<file path="src/hdl/saturation_contrast_adjust_unit_defines.svh">
// assertion macros used by saturation_contrast_adjust_unit.sv
`ifndef SATURATION_CONTRAST_ADJUST_UNIT_DEFINES_SVH
`define SATURATION_CONTRAST_ADJUST_UNIT_DEFINES_SVH

`ifndef SYNTHESIS

// same-cycle implication
`define SCA_ASSERT_IMP(label, clk, rst, ante, cons) \
  label: assert property (@(posedge clk) disable iff (rst) (ante) |-> (cons)) \
    else $error("same-cycle check failed");

// next-cycle implication
`define SCA_ASSERT_NXT(label, clk, rst, ante, cons) \
  label: assert property (@(posedge clk) disable iff (rst) (ante) |=> (cons)) \
    else $error("next-cycle check failed");

`else

`define SCA_ASSERT_IMP(label, clk, rst, ante, cons)
`define SCA_ASSERT_NXT(label, clk, rst, ante, cons)

`endif

`endif

</file>
<file path="src/hdl/sca_pkg.sv">
`default_nettype none

package sca_pkg;

  localparam int ByteW   = 8;
  localparam int GainW   = 12;
  localparam int LumaW   = 16;
  localparam int LumaSumW = 24;
  localparam int CfgIdxW = 1;

  // rec.601 weights in q16, they sum to 65536
  localparam logic [LumaSumW-1:0] LumaWr = 24'd19595;
  localparam logic [LumaSumW-1:0] LumaWg = 24'd38470;
  localparam logic [LumaSumW-1:0] LumaWb = 24'd7471;

  localparam logic [GainW-1:0] GainOne = 12'd256;

  // register indexes on the config port
  localparam logic [CfgIdxW-1:0] REG_SATURATION_GAIN = 1'd0;
  localparam logic [CfgIdxW-1:0] REG_CONTRAST_GAIN   = 1'd1;

  // per-stage advance enables
  typedef struct packed {
    logic s0;
    logic s1;
    logic s2;
    logic s3;
    logic s4;
  } sca_adv_t;

endpackage

`default_nettype wire

</file>
<file path="src/hdl/sca_in_if.sv">
`default_nettype none

interface sca_in_if import sca_pkg::*; ();
  logic             valid;
  logic             ready;
  logic [ByteW-1:0] red_in;
  logic [ByteW-1:0] green_in;
  logic [ByteW-1:0] blue_in;
  logic [ByteW-1:0] alpha_in;
  logic             frame_end_in;

  modport source (
    output valid, red_in, green_in, blue_in, alpha_in, frame_end_in,
    input  ready
  );
  modport sink (
    input  valid, red_in, green_in, blue_in, alpha_in, frame_end_in,
    output ready
  );
endinterface

`default_nettype wire

</file>
<file path="src/hdl/sca_out_if.sv">
`default_nettype none

interface sca_out_if import sca_pkg::*; ();
  logic             valid;
  logic             ready;
  logic [ByteW-1:0] red_out;
  logic [ByteW-1:0] green_out;
  logic [ByteW-1:0] blue_out;
  logic [ByteW-1:0] alpha_out;
  logic             frame_end_out;

  modport source (
    output valid, red_out, green_out, blue_out, alpha_out, frame_end_out,
    input  ready
  );
  modport sink (
    input  valid, red_out, green_out, blue_out, alpha_out, frame_end_out,
    output ready
  );
endinterface

`default_nettype wire

</file>
<file path="src/hdl/saturation_contrast_adjust_unit.sv">
// an accepted input word passes stages 0 to 4 (luma, saturation, re-center, contrast, clamp) to its output word
// throughput: one pixel per clock while pixel_out.ready is high, bounded otherwise only by the five-stage pipeline
// back-pressure frees a stage as soon as the one after it moves, so bubbles are squeezed out
// reset (rst, synchronous, active high) empties the pipeline and sets both gains to 1.0
`default_nettype none

`include "saturation_contrast_adjust_unit_defines.svh"

module saturation_contrast_adjust_unit import sca_pkg::*; (
  input  wire logic               clk,
  input  wire logic               rst,
  // config write port
  input  wire logic               cfg_write,
  input  wire logic [CfgIdxW-1:0] cfg_index,
  input  wire logic [GainW-1:0]   cfg_data,
  // pixel streams
  sca_in_if.sink                  pixel_in,
  sca_out_if.source               pixel_out
);

  localparam int Stages = 5;

  // gain registers, q4.8
  logic [GainW-1:0] sat_gain;
  logic [GainW-1:0] con_gain;

  // one valid bit per stage, stage 4 is the output register
  logic [Stages-1:0] valid;
  sca_adv_t          adv;

  // luma stage outputs
  logic [LumaW-1:0] luma;
  logic [ByteW-1:0] red_q;
  logic [ByteW-1:0] green_q;
  logic [ByteW-1:0] blue_q;

  // alpha and frame-end ride alongside the colour math
  logic [ByteW-1:0] alpha_pipe [Stages];
  logic             fe_pipe    [Stages];

  always_ff @(posedge clk) begin
    if (rst) begin
      sat_gain <= GainOne;
      con_gain <= GainOne;
    end else if (cfg_write) begin
      unique case (cfg_index)
        REG_SATURATION_GAIN: sat_gain <= cfg_data;
        REG_CONTRAST_GAIN:   con_gain <= cfg_data;
        default: ;
      endcase
    end
  end

  // a stage may load when it is empty or its word moves on this cycle
  assign adv.s4 = !valid[4] || pixel_out.ready;
  assign adv.s3 = !valid[3] || adv.s4;
  assign adv.s2 = !valid[2] || adv.s3;
  assign adv.s1 = !valid[1] || adv.s2;
  assign adv.s0 = !valid[0] || adv.s1;

  assign pixel_in.ready = adv.s0;

  always_ff @(posedge clk) begin
    if (rst) begin
      valid <= '0;
    end else begin
      if (adv.s0) valid[0] <= pixel_in.valid;
      if (adv.s1) valid[1] <= valid[0];
      if (adv.s2) valid[2] <= valid[1];
      if (adv.s3) valid[3] <= valid[2];
      if (adv.s4) valid[4] <= valid[3];
    end
  end

  // sideband delay line, no reset needed on payload
  always_ff @(posedge clk) begin
    if (adv.s0) begin
      alpha_pipe[0] <= pixel_in.alpha_in;
      fe_pipe[0]    <= pixel_in.frame_end_in;
    end
    if (adv.s1) begin
      alpha_pipe[1] <= alpha_pipe[0];
      fe_pipe[1]    <= fe_pipe[0];
    end
    if (adv.s2) begin
      alpha_pipe[2] <= alpha_pipe[1];
      fe_pipe[2]    <= fe_pipe[1];
    end
    if (adv.s3) begin
      alpha_pipe[3] <= alpha_pipe[2];
      fe_pipe[3]    <= fe_pipe[2];
    end
    if (adv.s4) begin
      alpha_pipe[4] <= alpha_pipe[3];
      fe_pipe[4]    <= fe_pipe[3];
    end
  end

  // stage 0: rec.601 luma in q8
  sca_luma u_luma (
    .clk     (clk),
    .adv     (adv),
    .red     (pixel_in.red_in),
    .green   (pixel_in.green_in),
    .blue    (pixel_in.blue_in),
    .luma    (luma),
    .red_q   (red_q),
    .green_q (green_q),
    .blue_q  (blue_q)
  );

  // stages 1..4 per channel: saturation multiply, re-center,
  // contrast multiply, floor and clamp
  // with both gains at 1.0 the math is exact, so pixels come out untouched
  sca_chan u_chan_red (
    .clk      (clk),
    .adv      (adv),
    .chan     (red_q),
    .luma     (luma),
    .sat_gain (sat_gain),
    .con_gain (con_gain),
    .result   (pixel_out.red_out)
  );

  sca_chan u_chan_green (
    .clk      (clk),
    .adv      (adv),
    .chan     (green_q),
    .luma     (luma),
    .sat_gain (sat_gain),
    .con_gain (con_gain),
    .result   (pixel_out.green_out)
  );

  sca_chan u_chan_blue (
    .clk      (clk),
    .adv      (adv),
    .chan     (blue_q),
    .luma     (luma),
    .sat_gain (sat_gain),
    .con_gain (con_gain),
    .result   (pixel_out.blue_out)
  );

  assign pixel_out.valid         = valid[4];
  assign pixel_out.alpha_out     = alpha_pipe[4];
  assign pixel_out.frame_end_out = fe_pipe[4];

  // a word in the luma stage moves forward when the next stage loads
  `SCA_ASSERT_NXT(a_luma_moves, clk, rst, valid[0] && adv.s1, valid[1])
  // a blocked middle stage keeps its word
  `SCA_ASSERT_NXT(a_mid_holds, clk, rst, valid[2] && !adv.s3, valid[2])
  // input is refused only while the first stage is occupied
  `SCA_ASSERT_IMP(a_refuse_full, clk, rst, !pixel_in.ready, valid[0])

endmodule

`default_nettype wire

</file>
<file path="src/hdl/sca_luma.sv">
`default_nettype none

module sca_luma import sca_pkg::*; (
  input  wire logic             clk,
  input  wire sca_adv_t         adv,
  input  wire logic [ByteW-1:0] red,
  input  wire logic [ByteW-1:0] green,
  input  wire logic [ByteW-1:0] blue,
  output logic      [LumaW-1:0] luma,
  output logic      [ByteW-1:0] red_q,
  output logic      [ByteW-1:0] green_q,
  output logic      [ByteW-1:0] blue_q
);

  logic [LumaSumW-1:0] luma_sum;

  // weighted sum in q16, keep 8 fraction bits
  assign luma_sum = LumaWr * LumaSumW'(red) + LumaWg * LumaSumW'(green)
                  + LumaWb * LumaSumW'(blue);

  always_ff @(posedge clk) begin
    if (adv.s0) begin
      luma    <= luma_sum[LumaSumW-1:8];
      red_q   <= red;
      green_q <= green;
      blue_q  <= blue;
    end
  end

endmodule

`default_nettype wire

</file>
<file path="src/hdl/sca_chan.sv">
`default_nettype none

module sca_chan import sca_pkg::*; (
  input  wire logic             clk,
  input  wire sca_adv_t         adv,
  input  wire logic [ByteW-1:0] chan,
  input  wire logic [LumaW-1:0] luma,
  input  wire logic [GainW-1:0] sat_gain,
  input  wire logic [GainW-1:0] con_gain,
  output logic      [ByteW-1:0] result
);

  logic signed [17:0] diff;
  logic signed [30:0] sat_full;
  logic signed [28:0] sat_prod;
  logic        [LumaW-1:0] luma_d;
  logic signed [21:0] sat_val;
  logic signed [21:0] centered;
  logic signed [34:0] con_full;
  logic signed [33:0] con_prod;
  logic signed [26:0] con_val;
  logic signed [18:0] whole;
  logic        [ByteW-1:0] clamped;

  // chroma offset from luma, scaled by saturation
  assign diff     = $signed({2'b00, chan, 8'h00}) - $signed({2'b00, luma});
  assign sat_full = diff * $signed({1'b0, sat_gain});

  // floored product back to q8, added back onto luma
  assign sat_val = $signed({6'b0, luma_d}) + 22'($signed(sat_prod[28:8]));

  assign con_full = centered * $signed({1'b0, con_gain});

  assign con_val = 27'($signed(con_prod[33:8])) + 27'sd32768;
  assign whole   = con_val[26:8];

  always_comb begin
    if (whole[18]) begin
      clamped = '0;
    end else if (|whole[17:8]) begin
      clamped = '1;
    end else begin
      clamped = whole[7:0];
    end
  end

  always_ff @(posedge clk) begin
    if (adv.s1) begin
      sat_prod <= sat_full[28:0];
      luma_d   <= luma;
    end
    if (adv.s2) begin
      centered <= sat_val - 22'sd32768;
    end
    if (adv.s3) begin
      con_prod <= con_full[33:0];
    end
    if (adv.s4) begin
      result <= clamped;
    end
  end

endmodule

`default_nettype wire
</file>
<file path="src/flat_wrapper.sv">
// flat-port wrapper written by rule: the top's interface ports become plain ports
module saturation_contrast_adjust_unit_flat import sca_pkg::*;
  (clk, rst, cfg_write, cfg_index, cfg_data, pixel_in_valid, pixel_in_red_in, pixel_in_green_in, pixel_in_blue_in, pixel_in_alpha_in, pixel_in_frame_end_in, pixel_in_ready, pixel_out_valid, pixel_out_red_out, pixel_out_green_out, pixel_out_blue_out, pixel_out_alpha_out, pixel_out_frame_end_out, pixel_out_ready);
  sca_in_if pixel_in_i ();
  sca_out_if pixel_out_i ();
  input  wire logic clk;
  input  wire logic rst;
  input  wire logic cfg_write;
  input  wire logic [CfgIdxW-1:0] cfg_index;
  input  wire logic [GainW-1:0] cfg_data;
  input wire logic [$bits(pixel_in_i.valid)-1:0] pixel_in_valid;
  input wire logic [$bits(pixel_in_i.red_in)-1:0] pixel_in_red_in;
  input wire logic [$bits(pixel_in_i.green_in)-1:0] pixel_in_green_in;
  input wire logic [$bits(pixel_in_i.blue_in)-1:0] pixel_in_blue_in;
  input wire logic [$bits(pixel_in_i.alpha_in)-1:0] pixel_in_alpha_in;
  input wire logic [$bits(pixel_in_i.frame_end_in)-1:0] pixel_in_frame_end_in;
  output wire logic [$bits(pixel_in_i.ready)-1:0] pixel_in_ready;
  output wire logic [$bits(pixel_out_i.valid)-1:0] pixel_out_valid;
  output wire logic [$bits(pixel_out_i.red_out)-1:0] pixel_out_red_out;
  output wire logic [$bits(pixel_out_i.green_out)-1:0] pixel_out_green_out;
  output wire logic [$bits(pixel_out_i.blue_out)-1:0] pixel_out_blue_out;
  output wire logic [$bits(pixel_out_i.alpha_out)-1:0] pixel_out_alpha_out;
  output wire logic [$bits(pixel_out_i.frame_end_out)-1:0] pixel_out_frame_end_out;
  input wire logic [$bits(pixel_out_i.ready)-1:0] pixel_out_ready;
  assign pixel_in_i.valid = pixel_in_valid;
  assign pixel_in_i.red_in = pixel_in_red_in;
  assign pixel_in_i.green_in = pixel_in_green_in;
  assign pixel_in_i.blue_in = pixel_in_blue_in;
  assign pixel_in_i.alpha_in = pixel_in_alpha_in;
  assign pixel_in_i.frame_end_in = pixel_in_frame_end_in;
  assign pixel_in_ready = pixel_in_i.ready;
  assign pixel_out_valid = pixel_out_i.valid;
  assign pixel_out_red_out = pixel_out_i.red_out;
  assign pixel_out_green_out = pixel_out_i.green_out;
  assign pixel_out_blue_out = pixel_out_i.blue_out;
  assign pixel_out_alpha_out = pixel_out_i.alpha_out;
  assign pixel_out_frame_end_out = pixel_out_i.frame_end_out;
  assign pixel_out_i.ready = pixel_out_ready;
  saturation_contrast_adjust_unit u_core (.clk(clk), .rst(rst), .cfg_write(cfg_write), .cfg_index(cfg_index), .cfg_data(cfg_data), .pixel_in(pixel_in_i), .pixel_out(pixel_out_i));
endmodule
</file>
<file path="config.mk">
export PLATFORM = sky130hd
export DESIGN_NAME = saturation_contrast_adjust_unit_flat
export DESIGN_NICKNAME = d
export VERILOG_FILES = /design/src/hdl/sca_pkg.sv /design/src/hdl/sca_in_if.sv /design/src/hdl/sca_out_if.sv /design/src/hdl/saturation_contrast_adjust_unit.sv /design/src/hdl/sca_luma.sv /design/src/hdl/sca_chan.sv /design/src/flat_wrapper.sv
export VERILOG_INCLUDE_DIRS = /design/src /design/src/hdl
export SDC_FILE = /design/constraint.sdc
export NUM_CORES = 2
export LEC_CHECK = 0
export ABC_AREA = 1
export BUFFER_PORTS_ARGS = -buffer_cell sky130_fd_sc_hd__buf_4
export CAP_MARGIN = 20
export CORE_MARGIN = 2
export CORE_UTILIZATION = 60
export DETAILED_ROUTE_END_ITERATION = 10
export PLACE_DENSITY_LB_ADDON = 0.1
export SLEW_MARGIN = 15
export SYNTH_ARGS = -nofsm -noshare
export SYNTH_HDL_FRONTEND = slang
export SYNTH_SLANG_ARGS = --single-unit
</file>
<file path="constraint.sdc">
create_clock -name clk -period 12 [get_ports clk]
set_input_delay 0.6 -clock clk [delete_from_list [all_inputs] [get_ports clk]]
set_output_delay 0.6 -clock clk [all_outputs]
set_load 0.01 [all_outputs]
</file>
# Word level (Yosys, flattened, before mapping)
# Memories as Yosys holds them, arrays and structs flattened.
# Cells that the tools add are included.
# word_totals
word_cells,78
mem_count,2
reg_bits,364
mem_bits_rw,45
# memory_table
name,depth,width,read_ports,rd_ports_with_merged_regs,wr,line_no,source
u_core.alpha_pipe,5,8,5,0,5,saturation_contrast_adjust_unit.sv:38,logic [ByteW-1:0] alpha_pipe [Stages];
u_core.fe_pipe,5,1,5,0,5,saturation_contrast_adjust_unit.sv:39,logic fe_pipe [Stages];
# op_classes
bitwise,1
mul,9
addsub,14
n_reduce_logical,15
muxes,13
# ops
cell,count
$mul A22 B13 Y34,3
$mul A17 B13 Y29,3
$add A26 B17 Y27 const B,3
$add A17 B21 Y22,3
$sub A22 B17 Y22 const B,3
$sub A16 B16 Y17,3
$mul A15 B8 Y23 const A,2
$reduce_or A10 Y1,3
$add A23 B24 Y24,1
$add A24 B21 Y24,1
$mux W8,3
$mul A13 B8 Y21 const A,1
$mux W1,10
$logic_not A1 Y1,5
$logic_or A1 B1 Y1,5
$reduce_and A2 Y1,2
$not A1 Y1,1

# Depth between registers and ports, before layout
# depth
word_depth,8
depth_mapped,34

# Modules after synthesis
# Synthesis repeated with hierarchy kept, for this count alone.
# unflattened
hier_cells,9653
hier_area_um2,77545.6
# by_module_without_submodules
module,cells_each,seq_area_each_um2,area_per_inst_um2,instances
sca_chan (u_core.u_chan_green),2861,2552.4,22311.4,1
sca_chan (u_core.u_chan_blue),2854,2552.4,22293.9,1
sca_chan (u_core.u_chan_red),2846,2552.4,22281.4,1
sca_luma,910,1201.2,8137.8,1
saturation_contrast_adjust_unit,182,1931.9,2521.2,1

# Worst setup path before layout
# No wires, ideal clock.
# synth_path
path_kind,input-to-reg
from,in pixel_out_ready
to,"mem u_core.alpha_pipe[1][2], in the netlist u_core.alpha_pipe[0][10] (enable)"
t_required_ns,11.558
arrival_time_ns,6.305
cell_stages,8
setup_ns,0.442
setup_slack_ns,5.253
cell_sequence,nor2_1 inv_1 nor2_1 inv_1 nor2_1 inv_1 nor2_1 inv_1
# synth_lines
element,line_no,source
start: declaration,flat_wrapper.sv:24,input wire logic [$bits(pixel_out_i.ready)-1:0] pixel_out_ready;
end: declaration,saturation_contrast_adjust_unit.sv:38,

# Worst setup path in the final report
# layout_path
from,reg u_core.u_luma.luma[13]
to,reg u_core.u_chan_red.sat_prod[26] (data pin)
# layout_between
elab_chain_cells,2
# layout_rtl
element,line_no,source
start: declaration,sca_luma.sv:9,"output logic [LumaW-1:0] luma,"
start signal: assignment,sca_luma.sv:23,luma <= luma_sum[LumaSumW-1:8];
$sub A16 B16 Y17,sca_chan.sv:26,"assign diff = $signed({2'b00, chan, 8'h00}) - $signed({2'b00, luma});"
$mul A17 B13 Y29,sca_chan.sv:27,"assign sat_full = diff * $signed({1'b0, sat_gain});"
net u_core.u_chan_red.sat_full[26],sca_chan.sv:14,logic signed [30:0] sat_full;
end signal: assignment,sca_chan.sv:49,sat_prod <= sat_full[28:0];
end: declaration,sca_chan.sv:15,logic signed [28:0] sat_prod;
# The timed path passes the listed nets, and every way through them passes these cells.
# A chain may end at the register's enable or synchronous reset.

==> impl_metrics.ini <==
[sta]
max_slew.worst_pin.slew_ns = 1.07
finalSetupTns_ns = 0
timing.final.hold_violations = 0
post-route-min-period_ns = 7.37
timing.final.max_slew_violations = 0
fmax_mhz = 136
max_slew_margin_pct = 27.9
finalClockSkew_ns = 0.0238
layout_worst_path_cycle_share_pct = 61.4
setup_violations = 0
rsz0062_at_grt = no

[floorplan]
die_height_um = 350
die-area_mm2 = 0.123
floorplan.rows = 127
dieWidth_um = 350
initial_core_utilization_pct = 60.3
top_level_ports = 86
coreArea_mm2 = 0.119

[clocking]
cts.reportedPaths.clkPinSlew_ns = 0.07
ctsResizeCount = 0
cts.path.max_buffers = 3
clock-sinks = 337
clock-root-buffer = clkbuf_16
number_of_buffers_created_by_cts = 44
tritoncts = yes
clock_latency_ns = 0.66
setup_bufs_post_cts = 0
clock_tree.htree_level_count = 2
ctsHoldBuffers = 0

[place]
dp.final_hpwl_um = 165000
finalWeightedCongestion = 0.985
port-buffer-count = 85

[synth]
count_of_flip_flops_with_a_built_in_enable_after_synthesis = 308
syn_area_mm2 = 0.0720
netlist_instances = 8948
yosysSeqAreaShare_pct = 13.6
synth_seq_cells = 337
syn_area_per_cell_um2 = 8.05
synthDistinctLibCells = 56
postSynth.asyncResetShare_pct = 0
synth_ff_type = edfxtp_1
synth_nets = 10900
synthesis.yosys.warnings = 0

[global_route]
grt_pass1_vias = 60100
first_pass_grt_wire_length_um = 320000
grt_overflow_total = 0
global_route.usage.total_pct = 33.4
grt_start_max_net_pins = 67
antenna_found_initial = 0

[drt]
drt_first_iter_violations = 4284
wl_per_cell_um = 18.7
drc_markers = 0
vias = 56900
antenna_violating_nets_post_route = 0
route.final.wire_length_um = 197000
drt-vias-per-instance = 5.39
number_of_detailed_routing_iterations_run_before_antenna_repair = 7

[critical_path]
critical_path.startpoint_type = flop
endpoint_kind = flop
crit_path_max_fanout = 7
criticalPathCategory = reg2reg
worst_ep_required_time_ns = 12.40
critical_path_arrival_ns = 7.77

[layout]
finalNetCount = 10900
most_common_cell_after_layout_fill_and_taps_aside = inv_1
layout-area-overhead-vs-synth_pct = 4.94
mostFrequentLayoutCells = inv_1, nand2_1, fa_1
final_layout_size_suffix_gt1_share_pct = 3.19

[outcome]
status = finished clean

[worst_hold_path]
worstHoldPathType = in2reg

[flow_run]
timing.max_cap.violations = 0
## worst paths after layout
kind	slack, ns	to	from	depth (start not counted)
worst max register to register	4.63	u_core.u_chan_red.sat_prod[26]	u_core.u_luma.luma[13]	22
worst max-delay path	4.63	u_core.u_chan_red.sat_prod[26]	u_core.u_luma.luma[13]	22
worst min-delay path	0.13	u_core.alpha_pipe[0][6]	pixel_in_alpha_in[6]	1
worst min register to register	0.42	u_core.alpha_pipe[0][34]	u_core.alpha_pipe[0][26]	0
## critical path, cell delays in order (launching register included)
cell,delay (ns)
edfxtp_1,0.39
inv_1,0.22
ha_1,0.34
inv_1,0.13
o21ai_0,0.15
a221oi_2,0.49
nand3_2,0.32
nor2_1,0.33
inv_1,0.12
fa_1,0.59
inv_1,0.07
fa_1,0.70
inv_1,0.19
fa_1,0.52
inv_1,0.06
fa_1,0.55
fa_1,0.42
ha_1,0.44
nand2_1,0.16
nor4_1,0.54
nand3_1,0.20
nand3_1,0.12
nand2_1,0.06
## through the flow
| step | setup WS [ns] | util [%] | hold slack [ns] | cells | instance area (µm²) |
|---|---|---|---|---|---|
| 6_report | 4.63 | 63.3 | 0.128 | 10600 | 75600 |
| 4_1_cts | 4.73 | 63.2 | 0.0972 | 10600 | 75600 |
| 3_3_place_gp | 4.73 | 62.0 | 0.401 | 10500 | 74100 |
| 5_1_grt | 4.23 | 63.2 | 0.108 | 10600 | 75600 |
| 3_5_place_dp | 4.73 | 62.0 | 0.405 | 10500 | 74100 |
| 2_1_floorplan | 5.25 | - | 0.400 | 8948 | 72000 |
## layout make-up
type	instances	area, µm²
fill	10700	43900
multi-input combinational	5900	52000
sequential	337	9840
inverter	2503	9400
clock buffer	49	1140
timing repair buffer	122	916
antenna	1	2.50
clock inverter	32	287
tap	1612	2020
## logic make-up (layout without fill, tap and decap cells)
kind of cell	Yosys count	in the layout	share of synthesized area (%)
DFF	337	337	13.6
other	0	1	0
buffers and inverters	2711	2706	14.2
xor gates and xnor gates	165	165	2.07
adders and majority gates	1937	1937	47.3
AOI/OAI and AO/OA	624	624	4.87
and+or+nand+nor	3174	3174	17.9
## cells in the mapped netlist, drive strengths merged, types with 2 or more instances
cell type | count | area share [%]
and2 | 3 | 0.026
nor2 | 653 | 3.5
clkinv | 7 | 0.036
a31oi | 23 | 0.20
o21ai | 206 | 1.5
or2 | 15 | 0.13
a21boi | 14 | 0.15
and3 | 2 | 0.017
xor2 | 114 | 1.5
nand3 | 279 | 2.0
nor3 | 80 | 0.58
o31ai | 2 | 0.021
nand4 | 75 | 0.71
o21a | 14 | 0.15
dfxtp | 29 | 0.81
a21o | 23 | 0.24
clkbuf | 165 | 0.86
buf | 43 | 0.29
nand3b | 21 | 0.24
edfxtp | 308 | 13
nand2 | 2034 | 11
nor4 | 11 | 0.096
o21bai | 44 | 0.46
xnor2 | 51 | 0.62
a21oi | 292 | 2.1
inv | 2496 | 13
ha | 630 | 11
a221oi | 3 | 0.078
fa | 1307 | 36
## per-layer routing
| metal | wire length [µm] | track usage (%) | vias up | share of wire (%) |
|---|---|---|---|---|
| met5 | 0 | 0 | - | 0 |
| met4 | 8740 | 12.6 | 0 | 4.4 |
| met3 | 15700 | 5.50 | 446 | 8.0 |
| met2 | 91900 | 55.4 | 2085 | 47 |
| met1 | 81000 | 44.2 | 28000 | 41 |
| li1 | - | - | 26400 | - |
## state kept, by name (all words and copies together), names as in the netlist, 12 cells and up
name / cells
u_core.alpha_pipe: 40
u_core.con_gain: 12
u_core.sat_gain: 12
u_core.u_chan_blue.centered: 22
u_core.u_chan_blue.con_prod: 18
u_core.u_chan_blue.sat_prod: 21
u_core.u_chan_green.centered: 22
u_core.u_chan_green.con_prod: 18
u_core.u_chan_green.sat_prod: 21
u_core.u_chan_red.centered: 22
u_core.u_chan_red.con_prod: 18
u_core.u_chan_red.luma_d: 16
u_core.u_chan_red.sat_prod: 21
u_core.u_luma.luma: 16
Power is not shown: default switching activity piles up to over one toggle a cycle in this logic, so the estimate is an artifact.
